==> config.mk <==
export PLATFORM = sky130hd
export DESIGN_NAME = positional_sequence_store_core
export DESIGN_NICKNAME = d
export VERILOG_FILES = /design/src/rtl/psq_pkg.sv /design/src/rtl/psq_cell.sv /design/src/rtl/positional_sequence_store_core.sv
export SDC_FILE = /design/constraint.sdc
export NUM_CORES = 1
export LEC_CHECK = 0
export ABC_AREA = 1
export BUFFER_PORTS_ARGS = -buffer_cell sky130_fd_sc_hd__buf_2
export CORE_ASPECT_RATIO = 0.8
export CORE_MARGIN = 5
export CORE_UTILIZATION = 55
export CTS_CLUSTER_SIZE = 14
export DETAILED_ROUTE_END_ITERATION = 12
export PLACE_DENSITY = 0.82
export SYNTH_ARGS = -nofsm -noshare
export SYNTH_HDL_FRONTEND = slang
export SYNTH_HIERARCHICAL = 1
export SYNTH_SLANG_ARGS = --single-unit
==> constraint.sdc <==
create_clock -name clk -period 3.48 [get_ports clk]
set_input_delay 0.174 -clock clk [delete_from_list [all_inputs] [get_ports clk]]
set_output_delay 0.174 -clock clk [all_outputs]
set_load 0.01 [all_outputs]
==> src/rtl/psq_pkg.sv <==
// ----------------------------------------------------------------------------
// psq_pkg
// Shared types and constants for the positional sequence store.
// ----------------------------------------------------------------------------
package psq_pkg;

  localparam int CAPACITY = 16;
  localparam int IDX_W    = $clog2(CAPACITY);
  localparam int CNT_W    = $clog2(CAPACITY + 1);
  localparam int POS_W    = 5;
  localparam int DATA_W   = 32;

  typedef enum logic [1:0] {
    REQ_INSERT = 2'd0,
    REQ_REMOVE = 2'd1,
    REQ_READ   = 2'd2,
    REQ_NONE   = 2'd3
  } req_t;

  typedef enum logic [1:0] {
    ST_OK    = 2'd0,
    ST_RANGE = 2'd1,
    ST_FULL  = 2'd2,
    ST_RSVD  = 2'd3
  } status_t;

  typedef enum logic [1:0] {
    CELL_HOLD       = 2'd0,
    CELL_LOAD       = 2'd1,
    CELL_TAKE_LEFT  = 2'd2,
    CELL_TAKE_RIGHT = 2'd3
  } cell_op_t;

  typedef struct packed {
    cell_op_t op;
  } cell_ctrl_t;

endpackage

==> src/rtl/psq_cell.sv <==
// ----------------------------------------------------------------------------
// psq_cell
// One entry of the sequence. Holds its value, loads a new one, or takes the
// value of its lower or upper neighbor when the sequence shifts.
// ----------------------------------------------------------------------------
module psq_cell (
  input  logic                       clk,
  input  psq_pkg::cell_ctrl_t        ctrl,
  input  logic [psq_pkg::DATA_W-1:0] load_data,
  input  logic [psq_pkg::DATA_W-1:0] left_data,
  input  logic [psq_pkg::DATA_W-1:0] right_data,
  output logic [psq_pkg::DATA_W-1:0] data_r
);

  logic [psq_pkg::DATA_W-1:0] data_nxt;

  always_comb begin
    case (ctrl.op)
      psq_pkg::CELL_LOAD:       data_nxt = load_data;
      psq_pkg::CELL_TAKE_LEFT:  data_nxt = left_data;
      psq_pkg::CELL_TAKE_RIGHT: data_nxt = right_data;
      default:                  data_nxt = data_r;
    endcase
  end

  always_ff @(posedge clk) begin
    data_r <= data_nxt;
  end

endmodule

==> src/rtl/positional_sequence_store_core.sv <==
// ----------------------------------------------------------------------------
// positional_sequence_store_core
// Ordered sequence of signed 32-bit values with insert, remove and read by
// position.
// ----------------------------------------------------------------------------
// One request per item, one result per item. Each entry sits in its own cell;
// an insert or remove shifts all cells above the position in the same cycle,
// so a request is decoded, applied and its result registered at the edge that accepts it.
// The block takes one item per cycle for as long as the result side keeps
// taking results; a waiting result stalls the input only while it is not
// taken. Results carry the length after the request and a status: ok, position
// out of range, or store full. On any error the sequence is left unchanged.
module positional_sequence_store_core (
  input  logic        clk,
  input  logic        rst_n,

  input  logic        in_tvalid,
  output logic        in_tready,
  input  logic [39:0] in_tdata,   // [4:0] position, [36:5] value, [39:37] zero
  input  logic [1:0]  in_tuser,   // [1:0] req_type

  output logic        out_tvalid,
  input  logic        out_tready,
  output logic [39:0] out_tdata,  // [31:0] item_value, [36:32] length, [39:37] zero
  output logic [1:0]  out_tuser   // [1:0] status
);

  localparam int N = psq_pkg::CAPACITY;

  logic                        accept;
  psq_pkg::req_t               req;
  logic [psq_pkg::POS_W-1:0]   pos;
  logic [psq_pkg::DATA_W-1:0]  val;

  logic [psq_pkg::CNT_W-1:0]   cnt_r, cnt_nxt;
  logic                        out_valid_r;
  logic [psq_pkg::DATA_W-1:0]  item_r, item_nxt;
  logic [psq_pkg::CNT_W-1:0]   len_r;
  psq_pkg::status_t            status_r, status_nxt;

  logic                        ins_ok, rem_ok;
  logic [psq_pkg::DATA_W-1:0]  cell_q [N];
  logic [psq_pkg::DATA_W-1:0]  sel_q;

  assign in_tready = !out_valid_r || out_tready;
  assign accept    = in_tvalid && in_tready;
  assign req       = psq_pkg::req_t'(in_tuser);
  assign pos       = in_tdata[psq_pkg::POS_W-1:0];
  assign val       = in_tdata[psq_pkg::POS_W +: psq_pkg::DATA_W];

  assign sel_q = cell_q[pos[psq_pkg::IDX_W-1:0]];

  always_comb begin
    ins_ok     = 1'b0;
    rem_ok     = 1'b0;
    item_nxt   = '0;
    status_nxt = psq_pkg::ST_OK;
    cnt_nxt    = cnt_r;
    unique case (req)
      psq_pkg::REQ_INSERT: begin
        // position check has priority over the full check
        if (pos > cnt_r) begin
          status_nxt = psq_pkg::ST_RANGE;
        end else if (cnt_r == psq_pkg::CNT_W'(N)) begin
          status_nxt = psq_pkg::ST_FULL;
        end else begin
          ins_ok  = 1'b1;
          cnt_nxt = cnt_r + 1'b1;
        end
      end
      psq_pkg::REQ_REMOVE: begin
        if (pos >= cnt_r) begin
          status_nxt = psq_pkg::ST_RANGE;
        end else begin
          rem_ok   = 1'b1;
          item_nxt = sel_q;
          cnt_nxt  = cnt_r - 1'b1;
        end
      end
      psq_pkg::REQ_READ: begin
        if (pos >= cnt_r) begin
          status_nxt = psq_pkg::ST_RANGE;
        end else begin
          item_nxt = sel_q;
        end
      end
      default: ;
    endcase
  end

  genvar k;
  generate
    for (k = 0; k < N; k++) begin : g_cell
      psq_pkg::cell_ctrl_t        ctrl;
      logic [psq_pkg::DATA_W-1:0] left_d, right_d;

      if (k == 0) begin : g_lo
        assign left_d = '0;
      end else begin : g_lo
        assign left_d = cell_q[k-1];
      end
      if (k == N - 1) begin : g_hi
        assign right_d = '0;
      end else begin : g_hi
        assign right_d = cell_q[k+1];
      end

      // cells above the position shift up on insert, the position and above
      // shift down on remove; entries past the length are don't-care
      always_comb begin
        ctrl.op = psq_pkg::CELL_HOLD;
        if (accept && ins_ok) begin
          if (pos == psq_pkg::POS_W'(k)) begin
            ctrl.op = psq_pkg::CELL_LOAD;
          end else if (pos < psq_pkg::POS_W'(k)) begin
            ctrl.op = psq_pkg::CELL_TAKE_LEFT;
          end
        end else if (accept && rem_ok && pos <= psq_pkg::POS_W'(k)) begin
          ctrl.op = psq_pkg::CELL_TAKE_RIGHT;
        end
      end

      psq_cell u_cell (
        .clk        (clk),
        .ctrl       (ctrl),
        .load_data  (val),
        .left_data  (left_d),
        .right_data (right_d),
        .data_r     (cell_q[k])
      );
    end
  endgenerate

  always_ff @(posedge clk) begin
    if (!rst_n) begin
      cnt_r       <= '0;
      out_valid_r <= 1'b0;
    end else begin
      if (accept) begin
        cnt_r       <= cnt_nxt;
        out_valid_r <= 1'b1;
      end else if (out_tready) begin
        out_valid_r <= 1'b0;
      end
    end
  end

  always_ff @(posedge clk) begin
    if (accept) begin
      item_r   <= item_nxt;
      len_r    <= cnt_nxt;
      status_r <= status_nxt;
    end
  end

  assign out_tvalid = out_valid_r;
  assign out_tdata  = {3'b000, len_r, item_r};
  assign out_tuser  = status_r;

endmodule
Word level (Yosys, flattened, before mapping)
Index checks and enable logic that the tools add are counted.
W data, S select, Z words.
{ "totals": {"register_bits": 557, "latchBits": 0, "ramBits": 0, "rom_bits": 0, "in_bits": 46, "out_inout_bits": 44, "elab_cells": 266, "n_memories": 0} }
{ "classes": {"n_addsub": 2, "multipliers": 0, "div_mod_pow": 0, "n_lt_le_gt_ge": 35, "eq_ne": 66, "shift": 0, "mux": 98, "bitwise_logic": 2, "reduce_logical": 42} }
{ "op_table": {"columns": ["operator", "n"], "rows": [
  ["$pmux W32 S3", 16],
  ["$mux W2", 66],
  ["$bmux W32 S4", 1],
  ["$eq A2 B2 Y1 const B", 33],
  ["$mux W32", 2],
  ["$reduce_bool A3 Y1", 16],
  ["$eq A5 B4 Y1 const B", 8],
  ["$le A5 B4 Y1 const B", 8],
  ["$lt A5 B4 Y1 const B", 8],
  ["$eq A2 B1 Y1 const B", 17],
  ["$eq A5 B3 Y1 const B", 4],
  ["$le A5 B3 Y1 const B", 4],
  ["$lt A5 B3 Y1 const B", 4],
  ["$logic_and A1 B1 Y1", 19],
  ["$mux W5", 3],
  ["$eq A5 B2 Y1 const B", 2],
  ["$le A5 B1 Y1 const B", 2],
  ["$le A5 B2 Y1 const B", 2],
  ["$lt A5 B1 Y1 const B", 2],
  ["$lt A5 B2 Y1 const B", 2],
  ["$pmux W5 S2", 1],
  ["$mux W1", 8],
  ["$add A5 B1 Y5 const B", 1],
  ["$eq A5 B1 Y1 const B", 1],
  ["other kinds (14)", 15]
]} }

Longest topological paths before layout
{ "logic_depth": {"word_depth": 9, "mapped_depth": 19, "mapped_depth_nobuf": 16} }

Hierarchy
The synthesis kept the hierarchy.
{ "modules_own_cells": {"columns": ["module", "n_inst", "cells_each", "area_each_um2", "seq_area_each_um2"], "rows": [
  ["psq_cell", 16, 180, 1712.9, 960.9],
  ["positional_sequence_store_core", 1, 1040, 6232.2, 1291.2]
]} }

Least setup slack after synthesis
No wires, ideal clock.
{ "synth_timing": {"path_type": "flip-flop to flip-flop", "start": "register out_valid_r, in the netlist out_tvalid", "end": "register g_cell[7].u_cell/data_r[0] in the netlist's numbering (enable)", "setup_time_ps": 389, "t_arrival_ps": 3516, "slack_ps": -425, "path_stages_with_launch": 12, "n_path_buf": 3, "path_cell_list": "dfxtp_1 nand2_1 nand2_1 clkinv_1 nand4_2 buf_2 nand2_1 o31ai_1 buf_4 inv_4 buf_6 nand2_1"} }
{ "synth_rtl": {"columns": ["item", "line", "source"], "rows": [
  ["start, declared", "positional_sequence_store_core.sv:36", "logic out_valid_r;"],
  ["start signal, assigned", "positional_sequence_store_core.sv:137", "out_valid_r <= 1'b0;"],
  ["start signal, assigned", "positional_sequence_store_core.sv:141", "out_valid_r <= 1'b1;"],
  ["start signal, assigned", "positional_sequence_store_core.sv:143", "out_valid_r <= 1'b0;"],
  ["end signal, assigned", "psq_cell.sv:27", "data_r <= data_nxt;"],
  ["end, declared", "psq_cell.sv:12", "output logic [psq_pkg::DATA_W-1:0] data_r"]
]} }

==> impl_results.md <==
* Sequential area share after synthesis at 49.5%
* Core Rows at 81
* Initial DRC count at 5,422
* Clk_skew at 0.0293 ns
* WL final at 108,000 µm
* Mean Syn Cell Area at 8.58 µm²
* Routability cong. at 0.888
* RSZ-0062 raised after global routing: yes
* CP Launch Type: register
* Top_reg_cell synth: edfxtp_1
* Post-synthesis xor/xnor area fraction at 0.104%
* Most frequent cells in the layout: nand3_1, nand2_1, edfxtp_1, a22oi_1, buf_4
* Critical path class: register to register
* Maximum clock path buffer count at 3
* Number of synthesized flops with an enable pin at 551
* CTS tree: built
* Max-slew violations at 0
* Post-synthesis adder-cell area fraction at 0.372%
* CP Data Arrival Time at 3.65 ns
* Port bufs at 83
* Count of cell types in the netlist at 38
* Vias at 32,408
* Post-Route Utilization at 59.5%
* Synth Area in Compound Gates at 4.94%
* Slowest cell on the critical path: dfxtp_1
* FF+latch count, synth at 557
* Cell Area, Synth at 0.0336 mm²
* Yosys warnings at 6
* GRT Overall Usage at 31.4%
* Tightest Pin Transition at 0.693 ns
* Layout cells sized above 1 at 9.02%
* DRT antenna net count at 0
* Clk root buf: clkbuf_16
* Crit-path max cell delay at 0.43 ns
* DR WL/cell at 22.9 µm
* Fraction of synthesized area in multiplexers at 0%
* Relative slew slack at 53.8%
* Minimum clock period at 3.27 ns
* Critical hold path startpoint: in_tdata[19]
* Crit path max fanout at 23
* Vert. Die Dim at 231 µm
* Pin count of the biggest net entering global routing at 96
* CTS sink count at 557
* CP Capture Type: register
* Clk slew on worst S/H paths at 0.07 ns
* Leakage at 13.6 nW
* Synthesis-to-layout area growth at 7.47%
* Initial antenna violation count at 9
* Die area at 0.0662 mm²
* Worst hold path type: primary input to register
* Worst path required time at 3.86 ns
* Reg2Reg Depth at 16
* Nets@finish at 3,968
* Placed cell areas at 0.0342 mm²
* Flop-to-flop setup slack at 0.21 ns
* Hold Path Depth at 3
* Vias/cell at 6.83
* Final Instance Area at 0.0362 mm²
* Clock Latency Late Sink at 0.64 ns
* Post-Synth Simple-Gate Area at 36.2%
* Status: complete, no violations
* Drt pass-1 iters at 6
* Final setup violation count at 0
* Max-Cap Viols at 0
* Congestion Overflow GR at 0
* Core Box Area at 0.0608 mm²
* DIE WIDTH at 287 µm
* Initial core utilization at 55.3%
* FF-to-FF Start: cnt_r[3]
* First-pass GRT wire length at 170,000 µm
* FMAX at 306 MHz
* Final hold violations at 0
* Crit-path cells: inv_1 > ha_1 > nand2_1 > nor2_1 > nand2_1 > nand3_2 > nand2_2 > nand3_2 > nand3_2 > inv_2 > nand2_1 > o21ai_4 > inv_1 > buf_4 > nand2_1 > nand3_1
* VDD IR-drop max at 406 µV
* Syn Inst Count at 3,920
* DRC viols at 0
* Commonest non-fill, non-tap cell in the layout: nand3_1
* R2r endpoint: g_cell[13].u_cell/data_r[27]
* IO Pins at 90
* Num CTS Buffers at 56
* Power Dens Cells at 438 mW/mm²
* H-tree levels at 2
* WHS Endpoint: g_cell[7].u_cell/data_r[14]
* TNS Setup at 0 ns
* Hpwl dp at 72,300 µm
* Combinational family with the most area after synthesis: simple AND/OR/NAND/NOR gates
* Final worst-path cycle share at 93.9%
* Synth async-reset ratio at 0%
* Vias in the first global route at 30,796
* CP dominant cell by count: nand2_1
final cells by class:
cell class / count / area [µm²]
inverters: 87 / 380
diodes: 2 / 5.00
fillers: 5233 / 24700
repair buffers: 224 / 1820
clock buffers: 69 / 1450
flip-flops and latches: 557 / 16700
well taps: 788 / 986
multi-input cells: 2986 / 14500
clock inverters: 34 / 393
state kept, by name, summed over array words and instances (netlist names):
name	flops
out_tuser	2
cnt_r	5
out_tvalid	1
g_cell.u_cell/data_r	512
len_r	5
item_r	32
worst max path at each step:
stage               startpoint                           end  slack [ns]  cells past startpoint
detailed placement    cnt_r[3]   g_cell[8].u_cell/data_r[19]        0.15                     15
finish                cnt_r[3]  g_cell[13].u_cell/data_r[27]        0.21                     16
CTS                   cnt_r[3]   g_cell[8].u_cell/data_r[21]        0.12                     15
global route          cnt_r[3]  g_cell[13].u_cell/data_r[30]       -0.01                     16
floorplan             cnt_r[2]   g_cell[10].u_cell/data_r[0]        0.11                     14
global placement      cnt_r[3]   g_cell[8].u_cell/data_r[19]        0.21                     15
metrics by stage:
step,std cells,hold WS [ns],total power (W),setup slack [ns]
floorplan,3986,0.312,0.00899,0.108
global placement,4635,0.471,0.00955,0.206
detailed placement,4635,0.473,0.00960,0.150
CTS,4743,0.0773,0.0158,0.122
global route,4745,0.0928,0.0163,-0.00987
finish,4747,0.102,0.0158,0.214
cells by family after synthesis:
logic type | count (synthesis)
compound gates | 240
xor+xnor | 4
fa+ha+maj | 10
buf+inv | 443
flops | 557
other cells | 1
simple gates | 2665
what timing repair did:
| item | in CTS | in global routing |
|---|---|---|
| gates resized for setup | 0 | 12 |
| hold buffers | 5 | 0 |
| setup endpoints to repair | 0 | 290 |
| hold endpoints to repair | 7 | 0 |
| setup buffers | 0 | 2 |
critical path, delay by kind of cell (launching register included):
family,cells,cell delay [ns]
buffers and inverters,4,0.83
AOI/OAI and AO/OA,1,0.11
adders and majority gates,1,0.28
DFF,1,0.43
and+or+nand+nor,10,1.35
metal layers:
metal | up-vias | track usage (%) | part of all wire [%]
met4 | 10 | 14.1 | 4.9
met3 | 442 | 5.39 | 13
met2 | 2668 | 47.3 | 44
li1 | 14054 | - | -
met5 | - | 0 | 0.071
met1 | 15234 | 44.7 | 38
synthesized netlist by cell type, types with 10 or more instances:
master	number	area [µm²]
ha_1	10	125
o211ai_1	18	135
inv_4	16	100
buf_4	99	743
nor2_1	30	113
buf_2	129	646
nand2_1	978	3670
a31oi_1	21	131
nand3_1	1584	7930
o21ai_0	16	80.1
edfxtp_1	551	16500
a21oi_1	32	160
clkbuf_1	29	109
a22oi_1	136	1020
inv_1	65	244
buf_6	96	1080
nand4_1	56	350
power breakdown:
part	leakage, nW	switching [W]	total (W)	internal, W
logic	7.67	0.00122	0.00177	0.000550
clock network	0.900	0.00275	0.00631	0.00356
registers	5.07	0.000129	0.00776	0.00763
No activity file was read; power rests on OpenSTA's default activity.
